===== config.mk =====
export PLATFORM = sky130hd
export DESIGN_NAME = drive_packet_receiver_watchdog_top
export DESIGN_NICKNAME = d
export VERILOG_FILES = /design/src/hdl/dprw_pkg.sv /design/src/hdl/drive_packet_receiver_watchdog_top.sv
export SDC_FILE = /design/constraint.sdc
export NUM_CORES = 1
export LEC_CHECK = 0
export BUFFER_PORTS_ARGS = -buffer_cell sky130_fd_sc_hd__buf_2
export CAP_MARGIN = 10
export CORE_MARGIN = 4
export CORE_UTILIZATION = 25
export CTS_CLUSTER_SIZE = 24
export DETAILED_ROUTE_END_ITERATION = 12
export GPL_TIMING_DRIVEN = 0
export SYNTH_ARGS = -nofsm -noshare
export SYNTH_HDL_FRONTEND = slang
export SYNTH_SLANG_ARGS = --single-unit

===== constraint.sdc =====
create_clock -name clk -period 10.9 [get_ports clk]
set_clock_uncertainty 0.15 [all_clocks]
set_input_delay 0.545 -clock clk [delete_from_list [all_inputs] [get_ports clk]]
set_output_delay 0.545 -clock clk [all_outputs]
set_load 0.03 [all_outputs]

===== src/hdl/dprw_pkg.sv =====
// Shared declarations for the drive packet receiver with watchdog.
// Holds field widths, configuration register indexes and the parser state type.
// No dependencies.
`default_nettype none

package dprw_pkg;

	localparam int ByteW = 8;
	localparam int SpeedW = 16;
	localparam int LimitW = 16;
	localparam int PayloadBytes = 8;
	localparam int PayIdxW = $clog2(PayloadBytes);
	localparam int NumSpeeds = PayloadBytes / 2;
	localparam int OutDataW = NumSpeeds * SpeedW;
	localparam int CfgIdxW = 2;
	localparam int CfgDataW = 16;

	localparam logic [CfgIdxW-1:0] CFG_HEADER_FIRST = 2'd0;
	localparam logic [CfgIdxW-1:0] CFG_HEADER_SECOND = 2'd1;
	localparam logic [CfgIdxW-1:0] CFG_DRIVE_CODE = 2'd2;
	localparam logic [CfgIdxW-1:0] CFG_WATCHDOG_LIMIT = 2'd3;

	localparam logic [ByteW-1:0] HeaderFirstReset = 8'd170;
	localparam logic [ByteW-1:0] HeaderSecondReset = 8'd85;
	localparam logic [ByteW-1:0] DriveCodeReset = 8'd1;
	localparam logic [LimitW-1:0] WatchdogLimitReset = 16'd500;

	localparam logic CMD_BYTE = 1'b0;
	localparam logic CMD_TICK = 1'b1;

	localparam logic KIND_SPEED = 1'b0;
	localparam logic KIND_STOP = 1'b1;

	typedef enum logic [4:0] {
		PH_HDR0 = 5'b00001,
		PH_HDR1 = 5'b00010,
		PH_CMD = 5'b00100,
		PH_DATA = 5'b01000,
		PH_CHK = 5'b10000
	} phase_t;

endpackage

`default_nettype wire


===== src/hdl/drive_packet_receiver_watchdog_top.sv =====
// Drive packet receiver with watchdog: one input register stage, then a result register.
// Each item is held in the input register; a result is then loaded into the output register.
// Throughput: one item per cycle, set by the parser and running checksum;
// a result held by a stalled output holds the input register and so the input.
// Reset clears the parser, the elapsed-time counter and the handshakes, and loads the
// configuration registers with their default values; the payload store is not reset.
// Depends on dprw_pkg.
`default_nettype none

module drive_packet_receiver_watchdog_top (
	input  wire logic                          clk,
	input  wire logic                          arst_n,
	input  wire logic                          cfg_we,
	input  wire logic [dprw_pkg::CfgIdxW-1:0]  cfg_index,
	input  wire logic [dprw_pkg::CfgDataW-1:0] cfg_data,
	input  wire logic                          s_tvalid,
	output logic                               s_tready,
	input  wire logic [dprw_pkg::ByteW-1:0]    s_tdata,   // [7:0] rx_byte
	input  wire logic                          s_tuser,   // [0] command
	output logic                               m_tvalid,
	input  wire logic                          m_tready,
	output logic [dprw_pkg::OutDataW-1:0]      m_tdata,   // [15:0] speed_front_left,
	                                                      // [31:16] speed_front_right,
	                                                      // [47:32] speed_rear_left,
	                                                      // [63:48] speed_rear_right
	output logic                               m_tuser    // [0] kind
);
	import dprw_pkg::*;

	logic [ByteW-1:0] header_first_q;
	logic [ByteW-1:0] header_second_q;
	logic [ByteW-1:0] drive_code_q;
	logic [LimitW-1:0] watchdog_limit_q;

	logic s1_valid_s1;
	logic [ByteW-1:0] s1_byte_s1;
	logic s1_cmd_s1;

	phase_t phase_q;
	logic [PayIdxW-1:0] byte_cnt_q;
	logic [ByteW-1:0] chk_q;
	logic [ByteW-1:0] pay_q [PayloadBytes];
	logic [LimitW-1:0] elapsed_q;

	logic advance;
	logic [LimitW-1:0] elapsed_inc;
	logic stop_hit;
	logic frame_good;
	logic out_load;
	logic [OutDataW-1:0] speeds;

	always_ff @(posedge clk or negedge arst_n) begin
		if (!arst_n) begin
			header_first_q <= HeaderFirstReset;
			header_second_q <= HeaderSecondReset;
			drive_code_q <= DriveCodeReset;
			watchdog_limit_q <= WatchdogLimitReset;
		end else if (cfg_we) begin
			case (cfg_index)
				CFG_HEADER_FIRST: header_first_q <= cfg_data[ByteW-1:0];
				CFG_HEADER_SECOND: header_second_q <= cfg_data[ByteW-1:0];
				CFG_DRIVE_CODE: drive_code_q <= cfg_data[ByteW-1:0];
				CFG_WATCHDOG_LIMIT: watchdog_limit_q <= cfg_data[LimitW-1:0];
				default: ;
			endcase
		end
	end

	assign advance = s1_valid_s1 && (!m_tvalid || m_tready);
	assign s_tready = !s1_valid_s1 || advance;

	always_ff @(posedge clk or negedge arst_n) begin
		if (!arst_n) begin
			s1_valid_s1 <= 1'b0;
		end else if (s_tready) begin
			s1_valid_s1 <= s_tvalid;
		end
	end

	always_ff @(posedge clk) begin
		if (s_tvalid && s_tready) begin
			s1_byte_s1 <= s_tdata;
			s1_cmd_s1 <= s_tuser;
		end
	end

	assign elapsed_inc = (elapsed_q == {LimitW{1'b1}}) ? elapsed_q : elapsed_q + 1'b1;
	assign stop_hit = s1_cmd_s1 == CMD_TICK && elapsed_inc >= watchdog_limit_q;
	assign frame_good = s1_cmd_s1 == CMD_BYTE && phase_q == PH_CHK && chk_q == s1_byte_s1;
	assign out_load = advance && (stop_hit || frame_good);

	always_comb begin
		for (int k = 0; k < NumSpeeds; k++) begin
			speeds[k*SpeedW +: SpeedW] = {pay_q[2*k], pay_q[2*k+1]};
		end
	end

	always_ff @(posedge clk or negedge arst_n) begin
		if (!arst_n) begin
			phase_q <= PH_HDR0;
			byte_cnt_q <= '0;
			chk_q <= '0;
			elapsed_q <= '0;
		end else if (advance) begin
			if (s1_cmd_s1 == CMD_TICK) begin
				elapsed_q <= elapsed_inc;
			end else begin
				case (phase_q)
					PH_HDR0: begin
						if (s1_byte_s1 == header_first_q) phase_q <= PH_HDR1;
					end
					PH_HDR1: begin
						phase_q <= (s1_byte_s1 == header_second_q) ? PH_CMD : PH_HDR0;
					end
					PH_CMD: begin
						if (s1_byte_s1 == drive_code_q) begin
							chk_q <= s1_byte_s1;
							byte_cnt_q <= '0;
							phase_q <= PH_DATA;
						end else begin
							phase_q <= PH_HDR0;
						end
					end
					PH_DATA: begin
						chk_q <= chk_q ^ s1_byte_s1;
						byte_cnt_q <= byte_cnt_q + 1'b1;
						if (byte_cnt_q == PayIdxW'(PayloadBytes - 1)) phase_q <= PH_CHK;
					end
					PH_CHK: begin
						phase_q <= PH_HDR0;
						if (frame_good) elapsed_q <= '0;
					end
					default: phase_q <= PH_HDR0;
				endcase
			end
		end
	end

	always_ff @(posedge clk) begin
		if (advance && s1_cmd_s1 == CMD_BYTE && phase_q == PH_DATA) begin
			pay_q[byte_cnt_q] <= s1_byte_s1;
		end
	end

	always_ff @(posedge clk or negedge arst_n) begin
		if (!arst_n) begin
			m_tvalid <= 1'b0;
		end else if (out_load) begin
			m_tvalid <= 1'b1;
		end else if (m_tready) begin
			m_tvalid <= 1'b0;
		end
	end

	always_ff @(posedge clk) begin
		if (out_load) begin
			m_tuser <= stop_hit ? KIND_STOP : KIND_SPEED;
			m_tdata <= stop_hit ? '0 : speeds;
		end
	end

`ifndef NO_ASSERTIONS
	a_stop_zero: assert property (@(posedge clk) disable iff (!arst_n)
		m_tvalid && m_tuser == KIND_STOP |-> m_tdata == '0)
		else $error("Stop item carries non-zero speeds.");

	a_cnt_only_in_data: assert property (@(posedge clk) disable iff (!arst_n)
		byte_cnt_q != '0 |-> phase_q == PH_DATA)
		else $error("Payload count is non-zero outside the payload phase.");

	a_stall_has_item: assert property (@(posedge clk) disable iff (!arst_n)
		!s_tready |-> s1_valid_s1 && m_tvalid && !m_tready)
		else $error("Input stalled without a blocked item.");

	a_good_clears_timer: assert property (@(posedge clk) disable iff (!arst_n)
		out_load && frame_good |=> elapsed_q == '0 && m_tvalid && m_tuser == KIND_SPEED)
		else $error("Good frame did not clear the timer or deliver speeds.");
`endif

endmodule

`default_nettype wire

* After elaboration in Yosys (flattened, before gate mapping)
Memory sizes are Yosys's and may differ from the RTL's. A register that Yosys moved wholly into a read port is not among the register bits. Index checks and enable logic that the tools add are counted.
Storage, ports and cells: output and inout port bits 67, memories 1, input bits 32, memory bits (writable) 64, register bits 84
Operators by class: eq/ne operators 17, reduce and logical (&&, ||, !) cells 25, add/sub/neg operators 2, bitwise gates (word level) 2, magnitude comparators 1, muxes and demuxes 18
Memory list:
- pay_q | depth 8, bits a word 8, read ports 8, clocked after Yosys merged registers in 8, wr ports 1, line drive_packet_receiver_watchdog_top.sv:42 | logic [ByteW-1:0] pay_q [PayloadBytes];
Operator list (number):
- $mux W16 | 4
- $eq A8 B8 Y1 | 4
- $pmux W5 S4 | 1
- $add A16 B1 Y16 const B | 1
- $eq A16 B16 Y1 const B | 1
- $ge A16 B16 Y1 | 1
- $pmux W8 S2 | 1
- $mux W5 | 2
- $logic_and A1 B1 Y1 | 8
- $mux W8 | 1
- $reduce_and A2 Y1 | 4
- $reduce_and A4 Y1 | 2
- $reduce_bool A2 Y1 | 4
- $xor A8 B8 Y8 | 1
- $mux W3 | 2
- $ne A2 B2 Y1 const B | 3
- $pmux W3 S2 | 1
- $eq A5 B1 Y1 const B | 1
- $eq A5 B2 Y1 const B | 1
- $eq A5 B3 Y1 const B | 1
- $eq A5 B4 Y1 const B | 1
- $eq A5 B5 Y1 const B | 1
- $mux W1 | 5
- $eq A2 B2 Y1 const B | 2
- other kinds (9) | 12

* Longest topological paths before layout
depth in word-level cells 7, depth in mapped cells 16, mapped depth without buffers 13

* Least setup slack after synthesis
Ideal clock, no wire load.
path kind reg-to-reg, start point reg elapsed_q[0], end point reg m_tdata[0] (netlist name), read port of pay_q (enable), cell stages (with the launch flop) 13, setup slack 4379 ps, period minus slack after synthesis 6521 ps, setup time 511 ps, arrival 5860 ps, cell sequence dfrtp_1 > ha_1 > nand4_1 > or4_4 > buf_6 > and2_4 > nand3_4 > xnor2_1 > ha_1 > a41oi_1 > a2111oi_0 > a2111oi_0 > a21oi_1
On the way: longest elaborated chain between the ends 6, elaborated cells on any way between the ends 7, those cells by class add/sub: 1; order compare: 1; eq/ne: 1; mux: 1; reduce/logical: 3
Ends and longest elaborated chain:
- start, declared | line drive_packet_receiver_watchdog_top.sv:43 | logic [LimitW-1:0] elapsed_q;
- start signal, assigned | line drive_packet_receiver_watchdog_top.sv:106 | elapsed_q <= elapsed_inc;
- $add A16 B1 Y16 or $eq A16 B16 Y1 (tied branches) | line drive_packet_receiver_watchdog_top.sv:87 | assign elapsed_inc = (elapsed_q == {LimitW{1'b1}}) ? elapsed_q : elapsed_q + 1'b1;
- $mux W16 (*) | line drive_packet_receiver_watchdog_top.sv:87
- $ge A16 B16 Y1 (*) | line drive_packet_receiver_watchdog_top.sv:88 | assign stop_hit = s1_cmd_s1 == CMD_TICK && elapsed_inc >= watchdog_limit_q;
- $logic_and A1 B1 Y1 (*) | line drive_packet_receiver_watchdog_top.sv:88
- $logic_or A1 B1 Y1 (*) | line drive_packet_receiver_watchdog_top.sv:90 | assign out_load = advance && (stop_hit || frame_good);
- $logic_and A1 B1 Y1 (*) | line drive_packet_receiver_watchdog_top.sv:90
- named net out_load | line drive_packet_receiver_watchdog_top.sv:49 | logic out_load;
- end, declared | line drive_packet_receiver_watchdog_top.sv:22 | output logic [dprw_pkg::OutDataW-1:0] m_tdata,
Mark *: on every way through the listed nets, which the timed path passes. The rest lies on a longest branch. A chain may end at the register's enable or synchronous reset.

* Final worst setup path
start point reg elapsed_q[0], end point reg m_tdata[51] (netlist name), read port of pay_q (enable)
The elaborated chain is that of the path after synthesis.

==> flow_summary.html <==
<table>
<tr><th>Metric</th><th>Value</th></tr>
<tr><th colspan="2">Drt</th></tr>
<tr><td>Vias/cell</td><td>4.269</td></tr>
<tr><td>Count of vias placed by the detailed router</td><td>5400</td></tr>
<tr><td>Number of nets with antenna violations after detailed routing</td><td>0</td></tr>
<tr><td>Number of remaining DRC errors</td><td>0</td></tr>
<tr><td>Detailed-routing iteration count for the pre-antenna-repair pass</td><td>5</td></tr>
<tr><td>Final routed wirelength across all metal layers</td><td>19.01 mm</td></tr>
<tr><td>Average detailed-routed wire length per instance</td><td>15.03 um</td></tr>
<tr><td>Initial drt markers</td><td>284</td></tr>
<tr><th colspan="2">Clocking</th></tr>
<tr><td>Clk slew on worst S/H paths</td><td>0.06 ns</td></tr>
<tr><td>TritonCTS clock tree</td><td>built</td></tr>
<tr><td>Quantity of hold-fixing buffers added after cts</td><td>1</td></tr>
<tr><td>Number of sinks on the clock net</td><td>212</td></tr>
<tr><td>Insertion delay of the later-clocked pin in the worst-skew pair</td><td>0.53 ns</td></tr>
<tr><td>Clock tree buffer depth</td><td>3</td></tr>
<tr><td>Root Buffer Master</td><td>sky130_fd_sc_hd__clkbuf_16</td></tr>
<tr><td>Post-CTS Resized</td><td>0</td></tr>
<tr><td>TritonCTS buffer count</td><td>24</td></tr>
<tr><td>Depth of the CTS H-tree</td><td>1</td></tr>
<tr><td>Setup fix buffers added after clock tree synthesis</td><td>0</td></tr>
<tr><th colspan="2">Cells and area</th></tr>
<tr><td>Most frequent cells in the layout</td><td>138 x sky130_fd_sc_hd__edfxtp_1, 113 x sky130_fd_sc_hd__buf_2, 68 x sky130_fd_sc_hd__nor2b_1</td></tr>
<tr><td>Filler cells</td><td>3591</td></tr>
<tr><td>P&amp;R area growth vs syn</td><td>22.10%</td></tr>
<tr><td>Layout Nets</td><td>837</td></tr>
<tr><td>Number of antenna diodes</td><td>0</td></tr>
<tr><td>Most common cell after layout, fill and taps aside</td><td>sky130_fd_sc_hd__edfxtp_1</td></tr>
<tr><td>Layout cell share with drive strength beyond 1</td><td>29.23%</td></tr>
<tr><th colspan="2">Setup path</th></tr>
<tr><td>Category of the most critical setup path</td><td>register to register</td></tr>
<tr><td>Critical path buffers and inverters</td><td>4</td></tr>
<tr><td>Worst-path cell with the longest stage delay</td><td>sky130_fd_sc_hd__a2111oi_1</td></tr>
<tr><td>Largest fanout on the critical path</td><td>33</td></tr>
<tr><td>Worst setup SP type</td><td>register</td></tr>
<tr><td>Type of element capturing the critical path</td><td>register</td></tr>
<tr><td>Delay of the slowest cell on the worst path</td><td>1.05 ns</td></tr>
<tr><td>Crit-path leading delay family</td><td>compound AO/OA/AOI/OAI gates</td></tr>
<tr><td>Data required, critical path</td><td>11.02 ns</td></tr>
<tr><td>Worst endpoint data arrival time</td><td>4.92 ns</td></tr>
<tr><td>Cells along the critical path</td><td>ha_1 -&gt; nand4_1 -&gt; or4_4 -&gt; buf_6 -&gt; buf_6 -&gt; xnor2_1 -&gt; ha_1 -&gt; nand2b_1 -&gt; a21oi_1 -&gt; o21ai_0 -&gt; a2111oi_1 -&gt; a21oi_4 -&gt; buf_12 -&gt; buf_12</td></tr>
<tr><th colspan="2">Place</th></tr>
<tr><td>RePlAce Congestion</td><td>0.7554</td></tr>
<tr><td>Dpl ws</td><td>6.114 ns</td></tr>
<tr><td>Half-perimeter wire length after placement</td><td>13.30 mm</td></tr>
<tr><td>Number of port buffers</td><td>98</td></tr>
<tr><th colspan="2">Synth</th></tr>
<tr><td>Net Count, Synth</td><td>706</td></tr>
<tr><td>Flop and latch count out of synthesis</td><td>212</td></tr>
<tr><td>Part of the Yosys area used for sequential elements</td><td>66.30%</td></tr>
<tr><td>Unique masters post-synth</td><td>50</td></tr>
<tr><td>Total number of yosys warnings</td><td>0</td></tr>
<tr><td>Main area contributors after synthesis</td><td>sky130_fd_sc_hd__edfxtp_1 46%, sky130_fd_sc_hd__dfrtp_1 16%, sky130_fd_sc_hd__mux2_2 5.5%</td></tr>
<tr><td>Post-synth top flop</td><td>sky130_fd_sc_hd__edfxtp_1</td></tr>
<tr><td>Count of flip-flops with a built-in enable after synthesis</td><td>138</td></tr>
<tr><td>Share of flip-flops with an asynchronous set or reset after synthesis</td><td>34.91%</td></tr>
<tr><td>Synthesized instance count</td><td>655</td></tr>
<tr><td>Area share of the largest cell type after synthesis</td><td>45.67%</td></tr>
<tr><td>Cell taking the most area after synthesis</td><td>sky130_fd_sc_hd__edfxtp_1</td></tr>
<tr><td>Average cell area after synthesis</td><td>13.85 um2</td></tr>
<tr><td>Cell area after technology mapping</td><td>9074 um2</td></tr>
<tr><th colspan="2">STA</th></tr>
<tr><td>Final-report setup violation count</td><td>0</td></tr>
<tr><td>Tightest Pin Transition</td><td>1.224 ns</td></tr>
<tr><td>Smallest setup slack after layout</td><td>6.105 ns</td></tr>
<tr><td>Final setup TNS</td><td>0 ns</td></tr>
<tr><td>Share of the clock period used by the worst path after layout</td><td>43.99%</td></tr>
<tr><td>Max Slew Vio Count</td><td>0</td></tr>
<tr><td>Final Hold Vio Count</td><td>0</td></tr>
<tr><td>Unrepaired setup endpoints after global routing</td><td>false</td></tr>
<tr><td>Time the worst path needs with I/O delays and setup</td><td>4.795 ns</td></tr>
<tr><td>Slew HR</td><td>18.18%</td></tr>
<tr><td>Achievable Freq</td><td>208.5 MHz</td></tr>
<tr><th colspan="2">GRT</th></tr>
<tr><td>Global-route met3 utilization</td><td>2.016%</td></tr>
<tr><td>Met2 track utilization from global routing</td><td>15.49%</td></tr>
<tr><td>Overall Global Routing Usage</td><td>9.581%</td></tr>
<tr><td>Global route hottest layer</td><td>met2</td></tr>
<tr><td>Number of antenna violations at the first check in global routing</td><td>0</td></tr>
<tr><td>Grt ovf</td><td>0</td></tr>
<tr><td>Wire length of the first global-routing pass</td><td>29.97 mm</td></tr>
<tr><td>GR met1 Demand/Resource</td><td>13.15%</td></tr>
<tr><td>Number of global-route vias before repair</td><td>5343</td></tr>
<tr><td>Maximum number of pins on one net before global-route repair</td><td>60</td></tr>
<tr><th colspan="2">Power</th></tr>
<tr><td>Worst-case vdd ir drop</td><td>90.87 uV</td></tr>
<tr><td>Total power divided by cell area</td><td>190.8 nW/um2</td></tr>
<tr><td>Power, Total</td><td>2.114 mW</td></tr>
<tr><td>Pleak</td><td>4.292 nW</td></tr>
<tr><th colspan="2">Floorplanning</th></tr>
<tr><td>Row count</td><td>69</td></tr>
<tr><td>Die area</td><td>39410 um2</td></tr>
<tr><td>Effective utilization at floorplan</td><td>25.45%</td></tr>
<tr><td>Horizontal extent of the die</td><td>198.5 um</td></tr>
<tr><td>Height of the chip</td><td>198.5 um</td></tr>
<tr><td>Core region area</td><td>35660 um2</td></tr>
<tr><td>Io pins</td><td>99</td></tr>
<tr><th colspan="2">Worst hold path</th></tr>
<tr><td>Class of the tightest hold or removal check</td><td>input pin to register</td></tr>
<tr><th colspan="2">Job</th></tr>
<tr><td>Max capacitance violation total</td><td>0</td></tr>
<tr><th colspan="2">Status</th></tr>
<tr><td>Run status</td><td>finished, final reports clean</td></tr>
</table>
==> through the flow <==
stage	std cells	hold WS, ns	util, %	cell area (um2)
after floorplan	655	0.09941	-	9074
after global placement	1214	0.3404	28.44	10140
after detailed placement	1219	0.2933	28.70	10230
after CTS	1264	0.03896	31.06	11070
after global routing	1265	0.03694	31.07	11080
final	1265	0.06511	31.07	11080
==> final timing paths <==
kind | from | end | cells past startpoint | slack (ns)
setup reg to reg | elapsed_q[0] | m_tdata[51] | 14 | 6.10
hold / removal | s_tdata[5] | s1_byte_s1[5] | 1 | 0.07
hold reg to reg | watchdog_limit_q[10] | watchdog_limit_q[10] | 1 | 0.35
max in group asynchronous | arst_n | header_first_q[7] | 3 | 9.68
setup / recovery | elapsed_q[0] | m_tdata[51] | 14 | 6.10
min in group asynchronous | arst_n | elapsed_q[9] | 2 | 0.29
==> layout make-up <==
type / count / area [um2] / share of cell area [%]
clock buffers: 29 / 619.3 / 5.590
well taps: 461 / 576.8 / 5.206
inverters: 27 / 101.3 / 0.9147
flip-flops and latches: 212 / 6016 / 54.30
clock inverters: 15 / 211.5 / 1.909
repair buffers: 105 / 585.6 / 5.285
multi-input cells: 387 / 2790 / 25.18
plain buffers: 29 / 178.9 / 1.615
==> sequential cells by signal (all words and copies together) (netlist names) <==
name / cells
byte_cnt_q: 3
chk_q: 8
drive_code_q: 8
elapsed_q: 16
header_first_q: 8
header_second_q: 8
m_tdata: 64
m_tuser: 1
m_tvalid: 1
pay_q: 64
phase_q: 5
s1_byte_s1: 8
s1_cmd_s1: 1
s1_valid_s1: 1
watchdog_limit_q: 16
==> logic make-up (layout without fill, tap and decap cells) <==
group | count (synthesis) | count (layout) | share of synthesized area, %
AOI/OAI and AO/OA | 81 | 81 | 5.764
xor gates and xnor gates | 45 | 45 | 4.344
adders and majority gates | 19 | 19 | 2.620
buffers and inverters | 56 | 205 | 3.089
DFF | 212 | 212 | 66.30
muxes | 44 | 44 | 5.461
and+or+nand+nor | 198 | 198 | 12.42
==> Yosys cell counts (3+ instances only) <==
cell type and n:
sky130_fd_sc_hd__edfxtp_1 138, sky130_fd_sc_hd__nor2b_1 68, sky130_fd_sc_hd__dfrtp_1 58, sky130_fd_sc_hd__mux2_2 44, sky130_fd_sc_hd__xnor2_1 37, sky130_fd_sc_hd__nand2_1 30
sky130_fd_sc_hd__inv_1 27, sky130_fd_sc_hd__nor2_1 24, sky130_fd_sc_hd__o21ai_0 21, sky130_fd_sc_hd__ha_1 19, sky130_fd_sc_hd__a21oi_1 16, sky130_fd_sc_hd__dfstp_2 16
sky130_fd_sc_hd__nand4_1 15, sky130_fd_sc_hd__buf_2 13, sky130_fd_sc_hd__nor3_1 12, sky130_fd_sc_hd__o31ai_1 12, sky130_fd_sc_hd__nand3_1 11, sky130_fd_sc_hd__a31oi_1 8
sky130_fd_sc_hd__clkbuf_1 8, sky130_fd_sc_hd__xor2_1 8, sky130_fd_sc_hd__and3_1 7, sky130_fd_sc_hd__buf_6 7, sky130_fd_sc_hd__nand2b_1 6, sky130_fd_sc_hd__or2_2 5
sky130_fd_sc_hd__a21o_1 4, sky130_fd_sc_hd__and2_1 4, sky130_fd_sc_hd__o21a_1 4, sky130_fd_sc_hd__nand3b_1 3, sky130_fd_sc_hd__nor4_1 3
==> report_power, final <==
group | switching (mW) | internal (mW) | leakage [nW]
clock network | 0.320 | 0.524 | 0.408
registers | 0.0642 | 0.939 | 2.16
logic | 0.143 | 0.124 | 1.72
==> layer usage <==
metal / up-vias / part of all wire (%)
met2: 130 / 46
met3: 34 / 5.2
met4: 0 / 2.5
met1: 2612 / 46
li1: 2624 / -
met5: - / 0
(Power assumes the default switching activity.)
